===== config.mk =====
export PLATFORM = sky130hd
export DESIGN_NAME = csv_field_tokenizer_top
export DESIGN_NICKNAME = d
export VERILOG_FILES = /design/src/design/csvt_pkg.sv /design/src/design/csvt_front.sv /design/src/design/csvt_cmd_fifo.sv /design/src/design/csvt_back.sv /design/src/design/csv_field_tokenizer_top.sv
export SDC_FILE = /design/constraint.sdc
export NUM_CORES = 1
export LEC_CHECK = 0
export BUFFER_PORTS_ARGS = -buffer_cell sky130_fd_sc_hd__buf_2
export CAP_MARGIN = 5
export CORE_ASPECT_RATIO = 1.5
export CORE_UTILIZATION = 40
export CTS_BUF_LIST = sky130_fd_sc_hd__clkbuf_2
export CTS_CLUSTER_DIAMETER = 80
export DETAILED_ROUTE_END_ITERATION = 10
export PLACE_DENSITY = 0.55
export SYNTH_ARGS = -nofsm -noshare
export SYNTH_HDL_FRONTEND = slang
export SYNTH_SLANG_ARGS = --single-unit
export TNS_END_PERCENT = 30

===== constraint.sdc =====
create_clock -name i_clk -period 4 [get_ports i_clk]
set_clock_uncertainty 0.05 [all_clocks]
set_input_delay 0 -clock i_clk [delete_from_list [all_inputs] [get_ports i_clk]]
set_output_delay 0 -clock i_clk [all_outputs]
set_load 0.02 [all_outputs]

===== src/design/csvt_pkg.sv =====
// Shared types and constants of the CSV field tokenizer.
// No dependencies; used by every module of the block.
package csvt_pkg;

    // event kinds of a result
    localparam logic [2:0] EV_DATA    = 3'd0;
    localparam logic [2:0] EV_FIELD   = 3'd1;
    localparam logic [2:0] EV_ROW     = 3'd2;
    localparam logic [2:0] EV_NOFIELD = 3'd3;
    localparam logic [2:0] EV_ERROR   = 3'd4;

    // fixed text bytes
    localparam logic [7:0] CH_QUOTE = 8'h22;
    localparam logic [7:0] CH_NL    = 8'h0A;
    localparam logic [7:0] CH_SP    = 8'h20;
    localparam logic [7:0] CH_TAB   = 8'h09;
    localparam logic [7:0] CH_CR    = 8'h0D;

    localparam logic [7:0] DELIM_RESET = 8'd44;

    // command queue between front and back; depth must be a power of two
    localparam int CMDQ_DEPTH = 4;
    localparam int CMDQ_AW    = 2;

    typedef struct packed {
        logic [7:0] byte_value;
        logic       end_of_input;
    } t_in;

    typedef struct packed {
        logic [2:0] event_kind;
        logic [7:0] data_byte;
        logic       was_quoted;
        logic       spill_flag;
        logic       last_of_run;
    } t_out;

    typedef enum logic [1:0] {
        CMD_HOLD       = 2'd0,  // hold a whitespace byte, spill oldest if full
        CMD_FLUSH_DATA = 2'd1,  // release held run, then the data byte
        CMD_FLUSH_ONLY = 2'd2,  // release held run (closing quote)
        CMD_EMIT       = 2'd3   // drop held run, give one event
    } t_cmd_op;

    typedef struct packed {
        t_cmd_op    op;
        logic [7:0] data;
        logic [2:0] kind;
        logic       quoted;
    } t_cmd;

    typedef struct packed {
        logic full;
        logic empty;
    } t_q_status;

endpackage


===== src/design/csvt_front.sv =====
// Front end: accepts input bytes, tracks the parse mode, issues commands.
// Depends on csvt_pkg.
module csvt_front (
    input  logic               i_clk,
    input  logic               i_rst_n,
    input  logic               i_in_valid,
    output logic               o_in_ready,
    input  csvt_pkg::t_in      i_in_data,
    input  logic               i_cfg_valid,
    output logic               o_cfg_ready,
    input  logic [7:0]         i_cfg_data,
    input  csvt_pkg::t_q_status i_q_status,
    output logic               o_push,
    output csvt_pkg::t_cmd     o_cmd
);

    typedef enum logic [4:0] {
        MODE_BEFORE  = 5'b00001,
        MODE_PLAIN   = 5'b00010,
        MODE_QUOTED  = 5'b00100,
        MODE_CLOSED  = 5'b01000,
        MODE_DISCARD = 5'b10000
    } t_mode;

    t_mode      r_mode, n_mode;
    logic [7:0] r_delim;

    logic           w_accept;
    logic           w_push;
    csvt_pkg::t_cmd w_cmd;
    logic [7:0]     w_c;
    logic           w_nl, w_dl, w_qt, w_spt, w_ws;

    assign o_cfg_ready = 1'b1;
    assign o_in_ready  = !i_q_status.full;
    assign w_accept    = i_in_valid && o_in_ready;

    assign w_c   = i_in_data.byte_value;
    assign w_nl  = (w_c == csvt_pkg::CH_NL);
    assign w_dl  = (w_c == r_delim);
    assign w_qt  = (w_c == csvt_pkg::CH_QUOTE);
    assign w_spt = (w_c == csvt_pkg::CH_SP) || (w_c == csvt_pkg::CH_TAB);
    assign w_ws  = w_spt || (w_c == csvt_pkg::CH_CR);

    always_comb begin
        n_mode       = r_mode;
        w_push       = 1'b0;
        w_cmd.op     = csvt_pkg::CMD_EMIT;
        w_cmd.data   = w_c;
        w_cmd.kind   = w_nl ? csvt_pkg::EV_ROW : csvt_pkg::EV_FIELD;
        w_cmd.quoted = 1'b0;
        if (i_in_data.end_of_input) begin
            w_push = 1'b1;
            n_mode = MODE_BEFORE;
            unique case (r_mode)
                MODE_PLAIN: begin
                    w_cmd.kind = csvt_pkg::EV_ROW;
                end
                MODE_QUOTED, MODE_CLOSED: begin
                    w_cmd.kind   = csvt_pkg::EV_ROW;
                    w_cmd.quoted = 1'b1;
                end
                default: begin
                    w_cmd.kind = csvt_pkg::EV_NOFIELD;
                end
            endcase
        end else begin
            unique case (r_mode)
                MODE_PLAIN: begin
                    w_push = 1'b1;
                    if (w_dl || w_nl) begin
                        n_mode = MODE_BEFORE;
                    end else if (w_ws) begin
                        w_cmd.op = csvt_pkg::CMD_HOLD;
                    end else begin
                        w_cmd.op = csvt_pkg::CMD_FLUSH_DATA;
                    end
                end
                MODE_QUOTED: begin
                    w_push = 1'b1;
                    if (w_qt) begin
                        w_cmd.op = csvt_pkg::CMD_FLUSH_ONLY;
                        n_mode   = MODE_CLOSED;
                    end else if (w_ws) begin
                        w_cmd.op = csvt_pkg::CMD_HOLD;
                    end else begin
                        w_cmd.op = csvt_pkg::CMD_FLUSH_DATA;
                    end
                end
                MODE_CLOSED: begin
                    if (w_dl || w_nl) begin
                        w_push       = 1'b1;
                        w_cmd.quoted = 1'b1;
                        n_mode       = MODE_BEFORE;
                    end else if (!w_ws) begin
                        w_push     = 1'b1;
                        w_cmd.kind = csvt_pkg::EV_ERROR;
                        n_mode     = MODE_DISCARD;
                    end
                end
                MODE_DISCARD: begin
                    if (w_nl) begin
                        n_mode = MODE_BEFORE;
                    end
                end
                default: begin
                    // before a field: skip, then quote, then separators
                    priority if (w_spt) begin
                        n_mode = MODE_BEFORE;
                    end else if (w_qt) begin
                        n_mode = MODE_QUOTED;
                    end else if (w_dl || w_nl) begin
                        w_push = 1'b1;
                        n_mode = MODE_BEFORE;
                    end else begin
                        // lone CR opens a field as held whitespace
                        w_push   = 1'b1;
                        w_cmd.op = w_ws ? csvt_pkg::CMD_HOLD : csvt_pkg::CMD_FLUSH_DATA;
                        n_mode   = MODE_PLAIN;
                    end
                end
            endcase
        end
    end

    assign o_push = w_accept && w_push;
    assign o_cmd  = w_cmd;

    always_ff @(posedge i_clk) begin
        if (!i_rst_n) begin
            r_mode  <= MODE_BEFORE;
            r_delim <= csvt_pkg::DELIM_RESET;
        end else begin
            if (w_accept) begin
                r_mode <= n_mode;
            end
            if (i_cfg_valid) begin
                r_delim <= i_cfg_data;
            end
        end
    end

endmodule


===== src/design/csvt_cmd_fifo.sv =====
// Short command queue between the front and back ends.
// Depends on csvt_pkg.
module csvt_cmd_fifo (
    input  logic                i_clk,
    input  logic                i_rst_n,
    input  logic                i_push,
    input  csvt_pkg::t_cmd      i_cmd,
    input  logic                i_pop,
    output csvt_pkg::t_cmd      o_cmd,
    output csvt_pkg::t_q_status o_status
);

    localparam int CW = csvt_pkg::CMDQ_AW + 1;

    csvt_pkg::t_cmd                r_mem [csvt_pkg::CMDQ_DEPTH];
    logic [csvt_pkg::CMDQ_AW-1:0] r_wp, r_rp;
    logic [CW-1:0]                 r_cnt;

    assign o_status.full  = (r_cnt == CW'(csvt_pkg::CMDQ_DEPTH));
    assign o_status.empty = (r_cnt == '0);
    assign o_cmd          = r_mem[r_rp];

    always_ff @(posedge i_clk) begin
        if (i_push) begin
            r_mem[r_wp] <= i_cmd;
        end
    end

    always_ff @(posedge i_clk) begin
        if (!i_rst_n) begin
            r_wp  <= '0;
            r_rp  <= '0;
            r_cnt <= '0;
        end else begin
            if (i_push) begin
                r_wp <= r_wp + 1'b1;
            end
            if (i_pop) begin
                r_rp <= r_rp + 1'b1;
            end
            unique case ({i_push, i_pop})
                2'b10:   r_cnt <= r_cnt + 1'b1;
                2'b01:   r_cnt <= r_cnt - 1'b1;
                default: r_cnt <= r_cnt;
            endcase
        end
    end

endmodule


===== src/design/csvt_back.sv =====
// Back end: held-whitespace ring buffer and result sequencer with output register.
// Depends on csvt_pkg.
module csvt_back #(
    parameter int HOLD_DEPTH = 16
) (
    input  logic                i_clk,
    input  logic                i_rst_n,
    input  csvt_pkg::t_cmd      i_cmd,
    input  csvt_pkg::t_q_status i_q_status,
    output logic                o_pop,
    output logic                o_out_valid,
    input  logic                i_out_ready,
    output csvt_pkg::t_out      o_out_data
);

    localparam int PW = $clog2(HOLD_DEPTH);
    localparam int CW = $clog2(HOLD_DEPTH + 1);

    typedef enum logic [2:0] {
        ST_CMD   = 3'b001,
        ST_FLUSH = 3'b010,
        ST_DATA  = 3'b100
    } t_state;

    t_state         r_state, n_state;
    logic [PW-1:0]  r_head, n_head;
    logic [CW-1:0]  r_cnt, n_cnt;
    logic [7:0]     r_hold [HOLD_DEPTH];
    logic [7:0]     r_rd;
    logic           r_ov;
    csvt_pkg::t_out r_out, n_res;

    logic           w_we, w_load, w_free, w_full;
    logic [PW-1:0]  w_tail, w_head_inc;
    logic [CW:0]    w_sum;

    assign w_free = !r_ov || i_out_ready;
    assign w_full = (r_cnt == CW'(HOLD_DEPTH));
    assign w_sum  = {1'b0, CW'(r_head)} + {1'b0, r_cnt};
    assign w_tail = (w_sum >= (CW+1)'(HOLD_DEPTH)) ? PW'(w_sum - (CW+1)'(HOLD_DEPTH))
                                                   : PW'(w_sum);
    assign w_head_inc = (r_head == PW'(HOLD_DEPTH - 1)) ? '0 : r_head + 1'b1;

    always_comb begin
        n_state = r_state;
        n_head  = r_head;
        n_cnt   = r_cnt;
        w_we    = 1'b0;
        w_load  = 1'b0;
        o_pop   = 1'b0;
        n_res.event_kind  = csvt_pkg::EV_DATA;
        n_res.data_byte   = r_rd;
        n_res.was_quoted  = 1'b0;
        n_res.spill_flag  = 1'b0;
        n_res.last_of_run = 1'b1;
        unique case (r_state)
            ST_FLUSH: begin
                if (w_free) begin
                    w_load            = 1'b1;
                    n_res.last_of_run = (r_cnt == CW'(1))
                                        && (i_cmd.op == csvt_pkg::CMD_FLUSH_ONLY);
                    n_head            = w_head_inc;
                    n_cnt             = r_cnt - 1'b1;
                    if (r_cnt == CW'(1)) begin
                        if (i_cmd.op == csvt_pkg::CMD_FLUSH_DATA) begin
                            n_state = ST_DATA;
                        end else begin
                            o_pop   = 1'b1;
                            n_state = ST_CMD;
                        end
                    end
                end
            end
            ST_DATA: begin
                if (w_free) begin
                    w_load          = 1'b1;
                    n_res.data_byte = i_cmd.data;
                    o_pop           = 1'b1;
                    n_state         = ST_CMD;
                end
            end
            default: begin
                if (!i_q_status.empty) begin
                    unique case (i_cmd.op)
                        csvt_pkg::CMD_HOLD: begin
                            if (!w_full) begin
                                w_we  = 1'b1;
                                n_cnt = r_cnt + 1'b1;
                                o_pop = 1'b1;
                            end else if (w_free) begin
                                // oldest byte leaves early; new one takes its slot
                                w_load           = 1'b1;
                                n_res.spill_flag = 1'b1;
                                w_we             = 1'b1;
                                n_head           = w_head_inc;
                                o_pop            = 1'b1;
                            end
                        end
                        csvt_pkg::CMD_FLUSH_DATA: begin
                            if (r_cnt != '0) begin
                                n_state = ST_FLUSH;
                            end else if (w_free) begin
                                w_load          = 1'b1;
                                n_res.data_byte = i_cmd.data;
                                o_pop           = 1'b1;
                            end
                        end
                        csvt_pkg::CMD_FLUSH_ONLY: begin
                            if (r_cnt != '0) begin
                                n_state = ST_FLUSH;
                            end else begin
                                o_pop = 1'b1;
                            end
                        end
                        default: begin
                            if (w_free) begin
                                w_load           = 1'b1;
                                n_res.event_kind = i_cmd.kind;
                                n_res.data_byte  = 8'd0;
                                n_res.was_quoted = i_cmd.quoted;
                                n_cnt            = '0;
                                o_pop            = 1'b1;
                            end
                        end
                    endcase
                end
            end
        endcase
    end

    // ring buffer, write-first read of the next head entry
    always_ff @(posedge i_clk) begin
        if (w_we) begin
            r_hold[w_tail] <= i_cmd.data;
        end
        if (w_we && (w_tail == n_head)) begin
            r_rd <= i_cmd.data;
        end else begin
            r_rd <= r_hold[n_head];
        end
    end

    always_ff @(posedge i_clk) begin
        if (w_load) begin
            r_out <= n_res;
        end
    end

    always_ff @(posedge i_clk) begin
        if (!i_rst_n) begin
            r_state <= ST_CMD;
            r_head  <= '0;
            r_cnt   <= '0;
            r_ov    <= 1'b0;
        end else begin
            r_state <= n_state;
            r_head  <= n_head;
            r_cnt   <= n_cnt;
            if (w_load) begin
                r_ov <= 1'b1;
            end else if (i_out_ready) begin
                r_ov <= 1'b0;
            end
        end
    end

    assign o_out_valid = r_ov;
    assign o_out_data  = r_out;

endmodule


===== src/design/csv_field_tokenizer_top.sv =====
// Top level of the CSV field tokenizer: front end, command queue, back end.
// Depends on csvt_pkg, csvt_front, csvt_cmd_fifo, csvt_back.
//
//  channel | direction | handshake              | payload
//  --------+-----------+------------------------+--------------------------
//  in      | input     | i_in_valid/o_in_ready  | i_in_data  (csvt_pkg::t_in)
//  out     | output    | o_out_valid/i_out_ready| o_out_data (csvt_pkg::t_out)
//  cfg     | input     | i_cfg_valid/o_cfg_ready| i_cfg_data (delimiter)
//
// The front end takes one byte per cycle while the 4-entry command queue has room.
// The back end waits while its output is stalled; a command that flushes held bytes
// first enters the flush state, then releases them oldest first, then any data byte.
// Skipped bytes push no command; a closing quote with nothing held gives no result.
// Output stalls back up through the queue to o_in_ready; the config port never stalls.
// Reset is synchronous and active low; there is no clearing pass.
module csv_field_tokenizer_top #(
    parameter int HOLD_DEPTH = 16
) (
    input  logic           i_clk,
    input  logic           i_rst_n,
    input  logic           i_in_valid,
    output logic           o_in_ready,
    input  csvt_pkg::t_in  i_in_data,
    output logic           o_out_valid,
    input  logic           i_out_ready,
    output csvt_pkg::t_out o_out_data,
    input  logic           i_cfg_valid,
    output logic           o_cfg_ready,
    input  logic [7:0]     i_cfg_data
);

    logic                w_push, w_pop;
    csvt_pkg::t_cmd      w_cmd_in, w_cmd_out;
    csvt_pkg::t_q_status w_q_status;

    csvt_front u_front (
        .i_clk       (i_clk),
        .i_rst_n     (i_rst_n),
        .i_in_valid  (i_in_valid),
        .o_in_ready  (o_in_ready),
        .i_in_data   (i_in_data),
        .i_cfg_valid (i_cfg_valid),
        .o_cfg_ready (o_cfg_ready),
        .i_cfg_data  (i_cfg_data),
        .i_q_status  (w_q_status),
        .o_push      (w_push),
        .o_cmd       (w_cmd_in)
    );

    csvt_cmd_fifo u_fifo (
        .i_clk    (i_clk),
        .i_rst_n  (i_rst_n),
        .i_push   (w_push),
        .i_cmd    (w_cmd_in),
        .i_pop    (w_pop),
        .o_cmd    (w_cmd_out),
        .o_status (w_q_status)
    );

    csvt_back #(
        .HOLD_DEPTH (HOLD_DEPTH)
    ) u_back (
        .i_clk       (i_clk),
        .i_rst_n     (i_rst_n),
        .i_cmd       (w_cmd_out),
        .i_q_status  (w_q_status),
        .o_pop       (w_pop),
        .o_out_valid (o_out_valid),
        .i_out_ready (i_out_ready),
        .o_out_data  (o_out_data)
    );

endmodule


After elaboration in Yosys (flattened, before gate mapping):

Memories as Yosys holds them, arrays and structs flattened. A register that Yosys moved wholly into a read port is not among the register bits.
Cells that the tools add are included.
W data, S select, Z words.

* bitwise operators: 3
* mux-type cells: 86
* $lt $le $gt $ge: 1
* reductions and logical operators: 31
* eq/ne operators: 31
* add/sub/neg operators: 9

Operator list (count)
* $mux W5: 12
* $mux W4: 8
* $pmux W8 S2: 2
* $mux W1: 31
* $mux W3: 9
* $eq A8 B4 Y1 const B: 3
* $pmux W5 S2: 2
* $pmux W5 S4: 1
* $mux W2: 9
* $eq A8 B6 Y1 const B: 2
* $mux W8: 2
* $mux W12: 1
* $pmux W3 S2: 2
* $reduce_and A6 Y1: 2
* $reduce_or A2 Y1: 6
* $eq A5 B5 Y1 const B: 2
* $mux W10: 1
* $ne A3 B2 Y1 const B: 3
* $pmux W1 S3: 3
* $eq A8 B8 Y1: 1
* $ne A2 B1 Y1 const B: 4
* $pmux W4 S2: 1
* $reduce_or A7 Y1: 1
* $add A4 B5 Y6: 1
* other kinds (35): 52

* memories: 2
* RAM bits: 184
* output and inout port bits: 17
* flip-flop bits (word level): 47

Memory list
* u_back.r_hold: depth 16, width 8, read ports 1, clocked after memory_dff 1, wr ports 1, RTL line csvt_back.sv:28 `logic [7:0] r_hold [HOLD_DEPTH];`
* u_fifo.r_mem: depth 4, width 14, read ports 1, clocked after memory_dff 1, wr ports 1, RTL line csvt_cmd_fifo.sv:15 `csvt_pkg::t_cmd r_mem [csvt_pkg::CMDQ_DEPTH];`

Logic depth before layout (Yosys ltp):

Gate-level depths: netlist of the first run.

* depth in word-level cells: 10
* mapped depth: 15

Modules after synthesis:

A second synthesis of the first run with hierarchy kept.

* cell total of the unflattened synthesis: 676
* area total of the unflattened synthesis: 10468.8 um^2

Modules (own cells, without submodules)
* csvt_back: area each 6899.1 um^2, cells an instance 419, times used 1, seq. area each 4604.4 um^2
* csvt_cmd_fifo: area each 2498.6 um^2, cells an instance 119, times used 1, seq. area each 1861.8 um^2
* csvt_front: area each 1071.0 um^2, cells an instance 138, times used 1, seq. area each 260.2 um^2

Worst setup path after synthesis of the first run:

No wires, ideal clock.

* path type: register to register
* from: register with a tool-made name
* to: register u_fifo.r_cnt[2]
* period minus slack after synthesis: 3697 ps
* buffers on the path: 2
* library setup time: 71 ps
* arrival: 3576 ps
* cell stages (with the launch flop): 15
* path slack: 303 ps
* cells stage by stage: dfxtp_1 -> clkbuf_1 -> buf_2 -> mux4_2 -> inv_1 -> ha_1 -> a21bo_2 -> a211o_1 -> nand3_1 -> ha_1 -> inv_1 -> fa_1 -> xor2_1 -> or3_1 -> a21oi_1

RTL lines
* end signal, assigned: RTL line csvt_cmd_fifo.sv:42 `2'b10: r_cnt <= r_cnt + 1'b1;`
* end signal, assigned: RTL line csvt_cmd_fifo.sv:43 `2'b01: r_cnt <= r_cnt - 1'b1;`
* end signal, assigned: RTL line csvt_cmd_fifo.sv:44 `default: r_cnt <= r_cnt;`
* end, declared: RTL line csvt_cmd_fifo.sv:17 `logic [CW-1:0] r_cnt;`

Final worst setup path of the first run:

* from: register u_back.r_cnt[1]
* to: register u_fifo.r_cnt[2]

* word-level cells in the longest chain between the ends: 7
* elaborated cells on any way between the ends: 15

RTL lines
* start, declared: RTL line csvt_back.sv:27 `logic [CW-1:0] r_cnt, n_cnt;`
* start signal, assigned: RTL line csvt_back.sv:158 `r_cnt <= n_cnt;`
* $eq A5 B5 Y1 / $reduce_bool A5 Y1 (equally long branches): RTL line csvt_back.sv:38, csvt_back.sv:100, csvt_back.sv:109
* $mux W1 (on tied branches): RTL line csvt_back.sv:86, csvt_back.sv:100, csvt_back.sv:109
* $pmux W1 S3: RTL line csvt_back.sv:84 `unique case (i_cmd.op)`
* $mux W1: RTL line csvt_back.sv:83 `if (!i_q_status.empty) begin`
* $pmux W1 S2 (*): RTL line csvt_back.sv:56 `unique case (r_state)`
* named net u_back.o_pop: RTL line csvt_back.sv:10 `output logic o_pop,`
* $eq A2 B1 Y1 / $eq A2 B2 Y1 (equally long branches): RTL line csvt_cmd_fifo.sv:41 `unique case ({i_push, i_pop})`
* $pmux W3 S2 / $reduce_bool A2 Y1 (equally long branches)

Mark *: on every way through the listed nets, which the timed path passes. The rest lies on a longest branch.
A chain may end at the register's enable or synchronous reset.

==> results of run 1 <==
-- synthesized netlist by cell type (all sizes together) (13+ instances only) --
master,n,area share
ha,17,0.021
edfxtp,198,0.58
nand3,13,0.0064
mux2i,15,0.015
inv,18,0.0066
nand2,33,0.012
dfxtp,39,0.076
buf,16,0.0098
xnor2,15,0.013
nor2,49,0.018
mux4,50,0.11
a21oi,33,0.016
clkbuf,16,0.0062
-- state kept, by name, summed over array words and instances, names as in the netlist, named ones only --
signal / flops
u_front.r_mode: 5
u_back.r_state: 3
u_back.o_out_valid: 1
u_back.r_cnt: 5
u_fifo.r_cnt: 3
u_back.r_hold: 128
u_fifo.r_rp: 2
u_fifo.r_wp: 2
u_front.r_delim: 8
u_back.o_out_data: 14
u_back.r_head: 4
u_fifo.r_mem: 56
-- final timing paths --
path	start	to	slack, ns	cells past startpoint
worst max-delay path	u_back.r_cnt[1]	u_fifo.r_cnt[2]	0.61	12
worst min-delay path	i_in_data[0]	u_front.r_mode[3]	0.09	4
worst max register to register	u_back.r_cnt[1]	u_fifo.r_cnt[2]	0.61	12
worst min register to register	u_fifo.r_wp[0]	u_fifo.r_wp[0]	0.47	2
-- report_power, final --
group / switching (mW) / internal, mW / leakage (nW) / total (mW)
Clock: 0.939 / 0.611 / 0.388 / 1.55
Combinational: 0.827 / 0.443 / 1.61 / 1.27
Sequential: 0.0768 / 3.04 / 2.11 / 3.12
-- stage by stage --
step | hold WS, ns | power, mW | utilization
5_1_grt | 0.0267 | 6.23 | 0.475
3_3_place_gp | 0.172 | 4.36 | 0.431
4_1_cts | 0.000459 | 6.01 | 0.474
6_report | 0.0935 | 5.94 | 0.475
3_5_place_dp | 0.173 | 4.41 | 0.431
2_1_floorplan | 0.0489 | 3.97 | -
-- cells by family after synthesis --
group                      count (synthesis)  synth area share
DFF                                      237             0.657
and+or+nand+nor                          164            0.0852
AOI/OAI and AO/OA                         95            0.0645
muxes                                     68             0.128
buffers and inverters                     50            0.0226
xor gates and xnor gates                  21            0.0180
adders and majority gates                 19            0.0247
other                                      1          0.000366
-- critical path, cell delays in order, from the launching register on --
cell	delay [ns]
sky130_fd_sc_hd__dfxtp_1	0.41
sky130_fd_sc_hd__inv_1	0.16
sky130_fd_sc_hd__ha_1	0.20
sky130_fd_sc_hd__nor4b_1	0.51
sky130_fd_sc_hd__a21oi_1	0.18
sky130_fd_sc_hd__or3_1	0.39
sky130_fd_sc_hd__nand3_1	0.12
sky130_fd_sc_hd__ha_1	0.19
sky130_fd_sc_hd__inv_1	0.07
sky130_fd_sc_hd__fa_1	0.42
sky130_fd_sc_hd__xor2_1	0.15
sky130_fd_sc_hd__or3_1	0.31
sky130_fd_sc_hd__a21oi_1	0.14
-- cell type report --
| type | instances | area (um2) | share of cell area |
|---|---|---|---|
| clock inverters | 19 | 97.6 | 0.00818 |
| well taps | 328 | 410 | 0.0344 |
| inverters | 18 | 67.6 | 0.00566 |
| multi-input cells | 368 | 3280 | 0.275 |
| clock buffers | 82 | 410 | 0.0344 |
| repair buffers | 117 | 931 | 0.0780 |
| diodes | 1 | 2.50 | 0.000210 |
| flip-flops and latches | 237 | 6730 | 0.564 |
-- per-layer routing --
| metal | vias up | GRT usage |
|---|---|---|
| li1 | 2856 | - |
| met5 | - | 0 |
| met4 | 0 | 0.0788 |
| met3 | 43 | 0.0338 |
| met2 | 152 | 0.356 |
| met1 | 3113 | 0.182 |
-- what timing repair did --
action	CTS	global route
hold buffers	58	0
hold endpoints to repair	108	0
resized for setup	0	0
setup buffers	0	0
==> impl_summary.md, run 1 <==
Cells and area
The post-synthesis to final-layout area growth is 16.5%. The most common library cell in the layout ignoring fill and taps is sky130_fd_sc_hd__edfxtp_1. The layout has roughly 2200 filler cells. Of the cells placed in the final design, the portion with a size suffix greater than 1 is 0.263.

With fillers left out, the area of the finished cells amounts to about 0.012 mm2. After the last flow step, the layout net total stands at around 840. Leaving out filler cells and counting taps, the final layout contains about 1200. In the layout the commonest cells are sky130_fd_sc_hd__edfxtp_1, sky130_fd_sc_hd__clkbuf_2, sky130_fd_sc_hd__dlygate4sd3_1.

Placed design
Prior to clock tree synthesis, the placed netlist has a worst setup slack of between 0.7 and 0.8 ns. The number of buffers inserted by port buffering is 37. The routability congestion estimate is between 0.8 and 0.9.

The area of placed instances is 0.0108 mm2. The half-perimeter wire length after detailed placement is 14900 um. After detailed placement, the design holds a cell count of 1010.

STA
Setup total negative slack on the finished layout was measured at 0 ns. The number of failing setup endpoints in the final timing report is 0. The share of the clock period used by the worst path after layout is 0.847.

The worst path meets setup with about 0.61 ns of slack. The final-report hold violation count is 0. Derived from the worst setup path, the maximum achievable clock frequency is around 0.3 GHz.

Setup repair after global routing left no endpoint under its margin. The worst pin sits at a relative slew slack of 0.442. The total count of max-transition violations in the final report is 0. The transition at the pin with the smallest max-transition slack is about 0.83 ns. The worst path needs 3.39 ns of the cycle, external delays included.

Synth
The synthesized area per cell is 15.6 um2. Counting distinct cell types in the post-synthesis netlist gives 76. The synthesized design contains approximately 200 enable-type register cells. The portion of the post-synthesis area used by sequential elements is 0.657. The count of synthesis-stage warnings from yosys is 0. In the synthesized netlist the async set-or-reset flop fraction comes to 0. Synthesis handed over a netlist of ~660 instances. The most instantiated flip-flop cell in the synthesis netlist is sky130_fd_sc_hd__edfxtp_1. The mapped netlist covers 0.0102 mm2.

When the netlist entered floorplanning its net count stood at ~700. In this run, synthesis produced a sequential element count of roughly 240.

Clock network
The maximum count of clock buffers along a single path is 3. The TritonCTS buffer count is 54. The cell sitting at the root of the clock tree is a sky130_fd_sc_hd__clkbuf_2. The TritonCTS clock tree is yes.

The H-tree depth reported by CTS is 2. The register clock-pin slew on the reported worst setup and hold paths is 0.12 ns. The number of clock sinks seen by CTS is between 200 and 250. The latest clock arrival within the worst-skew pair is 0.89 ns.

Hold path
In this run the worst hold path is classified as in -> reg.

Die
In this run the core area contains 71 standard-cell rows. The die span in y is ~200 um. The count of pins on the block boundary is 39.

The overall die area is ~0.026 mm2. The starting density of the core is 0.407. The core footprint is 0.0251 mm2. The width of the die is between 100 and 150 um.

Critical path
At the worst endpoint, the arrival time is around 4.2 ns. The endpoint kind of the worst setup timing path is a flop. The critical path start-end classification is reg -> reg. At the worst endpoint, the required time is ~4.8 ns. The worst-path maximum fanout is 7.

The critical path startpoint category is a flop.

Routing
The number of nets with antenna violations after detailed routing is 0. The detailed router put a total of roughly 8500 um of wire on met1. In the routed design, unresolved DRC markers number 0. The count of TritonRoute iterations in the first routing pass is 5. Summed over all nets, wire length on met2 after detailed routing comes to 12900 um.

In the final routed layout, each cell accounts on average for about 20 um. Summed over all nets, wire length on met3 after detailed routing comes to approximately 820 um. The number of design-rule violations left by the first detailed-router iteration is around 410.

The top routing layer in use is met4. The detail-routed via count per cell is about 5.3. Detailed routing inserted a total of around 6200 vias. The final routed wirelength across all metal layers is around 23000 um.

GRT
The total overflow left after global routing is 0. The via count of the first global-routing pass is 6599. The maximum number of pins on one net before global-route repair is 33. The overall global routing resource usage is 0.181.

The global-route wire length before repair is approximately 36000 um. The number of antenna violations at the first check in global routing is 1.

Run
The number of max-capacitance violations reported is 0.

Power
In this run the static leakage power is roughly 4 nW. The power per cell area is between 400 and 500 mW/mm2. The worst supply voltage drop on vdd is approximately 0.00021 V.

Status
The flow ran to the end, and the final reports show no timing, DRC or antenna violations.
Note: power is estimated with default switching activity, not from simulation.
==> inputs of run 2 (changes only) <==
==> constraint.sdc (replaced) <==
create_clock -name i_clk -period 3 [get_ports i_clk]
set_clock_uncertainty 0.05 [all_clocks]
set_input_delay 0 -clock i_clk [delete_from_list [all_inputs] [get_ports i_clk]]
set_output_delay 0 -clock i_clk [all_outputs]
set_load 0.02 [all_outputs]
==> impl_summary.md, run 2 (same netlist as run 1, synthesis figures left out) <==
Critical path
Traced cell by cell, the critical path runs through mux4_2 -> inv_2 -> ha_4 -> a21bo_4 -> a211o_1 -> nand3_2 -> ha_4 -> inv_2 -> fa_2 -> xor2_1 -> or3_1 -> a21oi_1. STA classifies the critical path startpoint as a flop. The internal reg-to-reg setup slack is 0.03 ns.

The worst-path maximum fanout is 3. On the critical path, the stage with the largest delay is an instance of sky130_fd_sc_hd__mux4_2. The critical path depth in cells is 12. Counting both buffers and inverters, the worst setup path holds a total of 2. In this run the critical register-to-register path is launched from u_fifo.r_mem[3][12]. For the worst flop-to-flop path, the logic depth is 12. The critical path start-end classification is reg -> reg.

Broken down by cell family, the worst path's largest delay share belongs to compound AO/OA/AOI/OAI gates. The worst flop-to-flop path endpoint is u_fifo.r_cnt[2]. The required time of the critical path is ~3.7 ns. Data on the critical path arrives at its endpoint at approximately 3.7 ns. STA classifies the critical path endpoint as a flop.

The largest single stage delay on the critical path is roughly 0.55 ns.

GRT
The total grt overflow is 0. The global-route wire length before repair is roughly 36000 um. The maximum number of pins on one net before global-route repair is 29. Across every metal layer, demand over resource in global routing totals 0.183. The via count of the first global-routing pass is approximately 6700.

The number of antenna violations at the first check in global routing is 1.

Cells and area
Summing all flip-flop and latch instances after layout gives 0.00673 mm2. The total non-filler cell area in the finished layout is 0.0123 mm2. Leaving out fill and tap cells, the most frequent cell in the layout is sky130_fd_sc_hd__edfxtp_1.

More flip-flops sit in one register than any other, and that register is u_back.r_hold. The post-layout utilization of the core is 0.488. The flip-flop count of the largest register, all copies and words added is about 130. In the final layout, the multi-input gates occupy around 0.0034 mm2. In the final layout, the share of cells above drive strength 1 is 0.313. The final layout contains 869 nets.

The top cell types in the final layout, fill and taps aside, are sky130_fd_sc_hd__edfxtp_1, sky130_fd_sc_hd__clkbuf_2, sky130_fd_sc_hd__dlygate4sd3_1. After filler insertion, the fill cell instance count of the layout stands at between 2000 and 2500. Compared with the post-synthesis result, the final layout area differs by 19.7%.

Routing
The average wire length per cell after detail routing is 19.3 um. The wire length on met2 is 13300 um. The post-detailed-route DRC marker count is 0. The number of nets with antenna violations after detailed routing is 0.

The first detailed-routing pass ran for 5 iterations. In the detailed route, the total length drawn on met3 is around 880 um. The top routing layer in use is met4. After detailed routing, the wire length on met1 is between 8000 and 9000 um. The number of design-rule violations left by the first detailed-router iteration is 376. In the routed layout, each cell is associated on average with a via count of 5.25. The final route contains 6283 vias. The final layout contains routed wiring with a total length of between 20000 and 25000 um.

Clock network
The TritonCTS buffer count is 53. The TritonCTS clock tree is yes. The latest clock arrival within the worst-skew pair is between 0.8 and 0.9 ns.

The H-tree was split into 2 levels. In this run the clock root is driven by a sky130_fd_sc_hd__clkbuf_2. The clock drives 237 sinks. The longest clock path from root to sink contains 3 buffers. After clock tree synthesis, the clock-pin slew on the worst setup and hold paths is approximately 0.10 ns.

Power
The overall power is about 8.0 mW. For this design the static power due to leakage is ~4.3 nW. VDD sags by at most slightly above 0.0003 V. Power spread over the standard cell area amounts to about 650 mW/mm2.

Status
The run finished with clean final reports.

STA
The worst path in the final design needs a cycle of between 2 and 3 ns, including I/O delays and setup. Setup violations remaining at the end of the flow were counted as 0. Headroom to the max-slew limit came out at 0.551.

Of the available clock period, the critical path in the final layout requires 0.991. The highest attainable clock frequency is between 0.3 and 0.4 GHz. The transition at the pin with the smallest max-transition slack is 0.671 ns. The final-report hold violation count was 0. The total count of max-transition violations in the final report is 0. Setup repair after global routing could not meet its margin everywhere.

Die
39 I/O pins were placed. The die covers roughly 0.026 mm2. The width of the die is 133 um. The initialized floorplan defines 71 standard-cell rows. Measured along the y axis, the die boundary spans between 150 and 200 um. The floorplan step defined a core boundary enclosing between 0.02 and 0.03 mm2. For this configuration, the core starts out at a cell density of 0.407.

Run
Across the run, the number of max-cap violations was 0.

Placed design
At the end of routability-driven placement, the weighted congestion stood at 0.865. Once placement finished, the instance area stood at roughly 0.011 mm2. The half-perimeter wire length after detailed placement is about 16000 um. In this run the tool buffered the top-level ports with 37 buffer cells.

Hold path
Along the worst hold path, the cell count comes to 4. The worst hold path terminates at u_fifo.r_mem[2][2]. The origin of the worst min-delay path is i_in_data[0]. The path class of the tightest hold or removal check is in -> reg.
==> run 2: cell count changes in the layout (fill, tap and decap cells not counted), moves of 3 or more <==
cell                       delta
sky130_fd_sc_hd__clkinv_1     -7
sky130_fd_sc_hd__ha_4         +3
sky130_fd_sc_hd__buf_4       +30
sky130_fd_sc_hd__inv_1        -3
sky130_fd_sc_hd__ha_1         -3
sky130_fd_sc_hd__buf_12       +5
sky130_fd_sc_hd__nor2_2       +4
sky130_fd_sc_hd__nor2_1       -4
==> run 2: worst max-delay path by stage <==
stage	start	endpoint	slack, ns
6_report	u_fifo.r_mem[3][12]	u_fifo.r_cnt[2]	0.03
3_5_place_dp	flop	u_fifo.r_cnt[2]	-0.07
2_1_floorplan	flop	u_fifo.r_cnt[2]	-0.19
3_3_place_gp	flop	u_fifo.r_cnt[2]	0.01
5_1_grt	u_fifo.r_mem[3][12]	u_fifo.r_cnt[2]	-0.11
4_1_cts	u_fifo.r_mem[3][12]	u_fifo.r_cnt[2]	0.008
==> run 2: timing repair <==
item	in CTS	in global routing
gates resized for setup	6	1
endpoints found under the hold margin	115	0
buffers inserted	0	0
pin swaps	3	0
setup endpoints to repair	1	31
hold buffers	56	0
==> run 2: tightest hold or removal path: cells and delay by family <==
kind | cells | cell delay [ns]
buf+inv | 3 | 0.85
compound gates | 1 | 0.09
==> run 2: metal layers <==
layer  up-vias  GRT usage
met5         -          0
met4         0     0.0792
met3        61     0.0348
met2       176      0.366
met1      3120      0.179
li1       2926          -
==> run 2: final cells by class <==
cell class,count,area share
Tap cell,328,0.0335
Clock buffer,81,0.0331
Multi-Input combinational cell,368,0.274
Timing Repair Buffer,150,0.101
Sequential cell,237,0.549
Inverter,18,0.00551
Antenna cell,1,0.000204
Clock inverter,13,0.00459
==> run 2: metrics by stage <==
step                      worst slack, ns  hold slack, ns  std cells  TNS (ns)
after detailed placement          -0.0678           0.174       1045   -0.0678
after global placement             0.0146           0.167       1045         0
after floorplan                    -0.192          0.0489        655    -0.252
after CTS                         0.00780          0.0446       1195         0
final                              0.0272           0.156       1196         0
after global routing               -0.112          0.0762       1196    -0.112
==> run 2: report_power, final <==
| part | total, mW | internal, mW | switching (mW) | leakage, nW |
|---|---|---|---|---|
| Sequential | 4.14 | 4.05 | 0.0892 | 2.11 |
| Combinational | 1.91 | 0.738 | 1.18 | 1.80 |
| Clock | 1.95 | 0.716 | 1.23 | 0.367 |
| Total | 8.00 | 5.51 | 2.50 | 4.28 |
==> inputs of run 3 (changes only) <==
--- a/config.mk
+++ b/config.mk
@@ -7,11 +7,12 @@
 export LEC_CHECK = 0
 export BUFFER_PORTS_ARGS = -buffer_cell sky130_fd_sc_hd__buf_2
 export CAP_MARGIN = 5
-export CORE_ASPECT_RATIO = 1.5
+export CORE_ASPECT_RATIO = 2
 export CORE_UTILIZATION = 40
 export CTS_BUF_LIST = sky130_fd_sc_hd__clkbuf_2
 export CTS_CLUSTER_DIAMETER = 80
 export DETAILED_ROUTE_END_ITERATION = 10
+export GPL_TIMING_DRIVEN = 0
 export PLACE_DENSITY = 0.55
 export SYNTH_ARGS = -nofsm -noshare
 export SYNTH_HDL_FRONTEND = slang
==> impl_summary.md, run 3 (same netlist as run 1, synthesis figures left out) <==
Critical path
Among the stages of the critical path, the cell type that occurs most often is sky130_fd_sc_hd__ha_4. The internal reg-to-reg setup slack is -0.11 ns. The worst-path maximum fanout is 4. The critical path startpoint category is a flop. The worst setup path is captured at a flop. The signal on the critical path passes through mux4_2 -> inv_4 -> ha_4 -> a21bo_4 -> a211o_1 -> nand3_2 -> ha_4 -> inv_2 -> fa_2 -> xor2_1 -> or3_1 -> a21oi_2. For this run, the slowest stage of the critical path takes between 0.6 and 0.7 ns.

The worst setup path is of the reg -> reg kind. On the critical path, the stage with the largest delay is an instance of sky130_fd_sc_hd__mux4_2. For the worst setup path, the data arrival time is roughly 3.8 ns.

The endpoint identified for the worst register-to-register timing path is u_fifo.r_cnt[2]. The cell depth of the worst flop-to-flop path is 12. For the worst setup path, the data required time is 3.66 ns.

Routing
The post-detailed-route DRC marker count is 0. The final routed wirelength across all metal layers is 23900 um. The average wire length per cell after detail routing is between 20 and 25 um. The count of nets left with antenna violations once routing finished came out at 0. Dividing the detail-routed via count by the number of cells gives about 5.3. For this run, the detailed router's first-pass iteration total came to 4. The routed layout has between 6000 and 7000 vias. The number of design-rule violations left by the first detailed-router iteration is 183.

GRT
Summed over all layers, the global routing overflow is 0. In the global route stage, overall resource usage came out at 0.192. The via count of the first global-routing pass was 6778. The first global-routing pass estimated between 30000 and 40000 um of wire. Entering global routing, the biggest net connects 18 pins.

The number of antenna violations at the first check in global routing is 1.

Clock network
CTS placed an instance of sky130_fd_sc_hd__clkbuf_2 at the clock tree root. TritonCTS built the clock tree. The H-tree was split into 2 levels. TritonCTS created around 50 clock buffers. The maximum count of clock buffers along a single path is 3. The register clock-pin slew on the reported worst setup and hold paths is roughly 0.10 ns.

Clock tree synthesis found a total of around 240 sinks. The clock reaches the later pin of the worst-skew pair after ~0.8 ns.

Status
The flow ran to the end, but the final reports show violations. The checks that failed: setup timing.

STA
The final-report hold violation count is 0. The share of the clock period used by the worst path after layout is 1.04. The worst pin sits at a relative slew slack of 0.448. The number of failing setup endpoints in the final timing report is 1.

Setup repair after global routing could not meet its margin everywhere. The total count of max-transition violations in the final report is 0. The transition at the pin with the smallest max-transition slack is 0.827 ns. The worst path in the final design needs a cycle of around 3.1 ns, including I/O delays and setup.

Setup slack on the critical path of the routed design comes to -0.110 ns. Based on the critical path, the design can be clocked at up to between 0.3 and 0.4 GHz.

Cells and area
The total non-filler cell area in the finished layout is 0.0123 mm2. In the final layout, the share of cells above drive strength 1 is 0.309. Leaving out fill and tap cells, the most frequent cells in the layout are sky130_fd_sc_hd__edfxtp_1, sky130_fd_sc_hd__clkbuf_2, sky130_fd_sc_hd__dlygate4sd3_1. The post-layout utilization of the core is 0.490.

Leaving out fill and tap cells, the most frequent cell in the layout is sky130_fd_sc_hd__edfxtp_1. The filler cells instantiated in the layout total around 2200. The register name with the most flops is u_back.r_hold.

The post-synthesis to final-layout area growth is 20.2%. At the end of the flow, the number of nets in the layout was 857. The register with the most flip-flops in the layout has about 130 of them.

Die
39 I/O pins were placed. The overall die area is approximately 0.026 mm2. The floorplan step set the die height to around 230 um.

The floorplan step set the die width to around 120 um. For this configuration, the core starts out at a cell density of 0.407. The region available for standard cell placement spans 0.0251 mm2. After floorplanning, the core was divided into slightly above 80 placement rows.

Power
The combinational group share of total power is 0.237. The worst supply voltage drop on vdd is roughly 0.00027 V. The leakage power is between 4 and 5 nW. Of the total power, registers draw 0.529. Internal power comes to around 5.4 mW. Of the total power, the share spent switching nets is 0.312. Of the total power, the clock network draws 0.234. The power per cell area is between 600 and 700 mW/mm2.

The switching power of the nets is approximately 2.5 mW.

Placed design
At the end of routability-driven placement, the weighted congestion stood at between 0.8 and 0.9. The area of placed instances is between 0.01 and 0.015 mm2. The number of buffers inserted by port buffering is 34. Once detailed placement completed, the half-perimeter wirelength came to 16600 um.

Hold path
The origin of the worst min-delay path is i_in_data[0]. The path with the worst hold slack has its endpoint at u_front.r_mode[0]. The path type of the worst min-delay path is in -> reg. The worst hold path was traced through 4 stages.

Run
The number of max-capacitance violations reported is 0.
-- run 3: critical path: cells and delay by family (launching register included) --
family	cells	cell delay, ns
AOI/OAI and AO/OA	3	0.63
xor gates and xnor gates	1	0.15
adders and majority gates	3	0.59
buffers and inverters	2	0.16
DFF	1	0.40
muxes	1	0.63
and+or+nand+nor	2	0.41
-- run 3: power groups by stage --
| stage | Sequential [mW] | Combinational [mW] | Clock (mW) |
|---|---|---|---|
| global placement | 4.22 | 1.64 | 0 |
| global route | 4.18 | 2.01 | 2.05 |
| CTS | 4.15 | 1.87 | 1.92 |
| detailed placement | 4.22 | 1.73 | 0 |
| finish | 4.16 | 1.87 | 1.84 |
| floorplan | 4.33 | 1.01 | 0 |
-- run 3: repair_timing --
item,4_1_cts,5_1_grt
pin swaps,6,6
endpoints found under the hold margin,95,0
setup endpoints to repair,163,146
cloned,0,0
setup buffers,9,6
hold buffers,60,0
resized for setup,39,19
-- run 3: layout make-up --
type	count	area [um2]	area share
Clock buffer	73	365	0.0297
Clock inverter	15	60.1	0.00488
Multi-Input combinational cell	368	3500	0.284
Timing Repair Buffer	110	988	0.0803
Inverter	18	70.1	0.00569
Tap cell	336	420	0.0341
Antenna cell	1	2.50	0.000203
Buffer	30	168	0.0136
Sequential cell	237	6730	0.547
-- run 3: how the worst max path moves through the flow --
stage | slack (ns) | cells past startpoint | startpoint | endpoint
3_3_place_gp | -1.32 | 9 | flop | u_back.o_out_data[2]
6_report | -0.11 | 12 | flop | u_fifo.r_cnt[2]
5_1_grt | -0.20 | 12 | flop | u_fifo.r_cnt[2]
4_1_cts | -0.20 | 13 | flop | u_fifo.r_cnt[2]
2_1_floorplan | -0.19 | 14 | flop | u_fifo.r_cnt[2]
3_5_place_dp | -0.79 | 13 | flop | u_fifo.r_cnt[2]
-- run 3: per-layer routing --
metal | up-vias | wire length (um) | track usage
met5 | - | 0 | 0
met4 | 0 | 958 | 0.0860
met3 | 72 | 691 | 0.0276
met2 | 186 | 14600 | 0.400
met1 | 3122 | 7630 | 0.169
li1 | 2905 | - | -
-- run 3: stage by stage --
step / setup slack [ns] / hold WS (ns) / setup TNS [ns] / instances / power [mW]
finish: -0.110 / 0.0998 / -0.110 / 1188 / 7.86
global route: -0.204 / 0.0911 / -1.05 / 1188 / 8.24
CTS: -0.199 / 0.000996 / -0.375 / 1182 / 7.95
detailed placement: -0.791 / 0.182 / -93.32 / 1026 / 5.96
global placement: -1.32 / 0.166 / -99.78 / 1025 / 5.86
floorplan: -0.192 / 0.0489 / -0.252 / 655 / 5.34
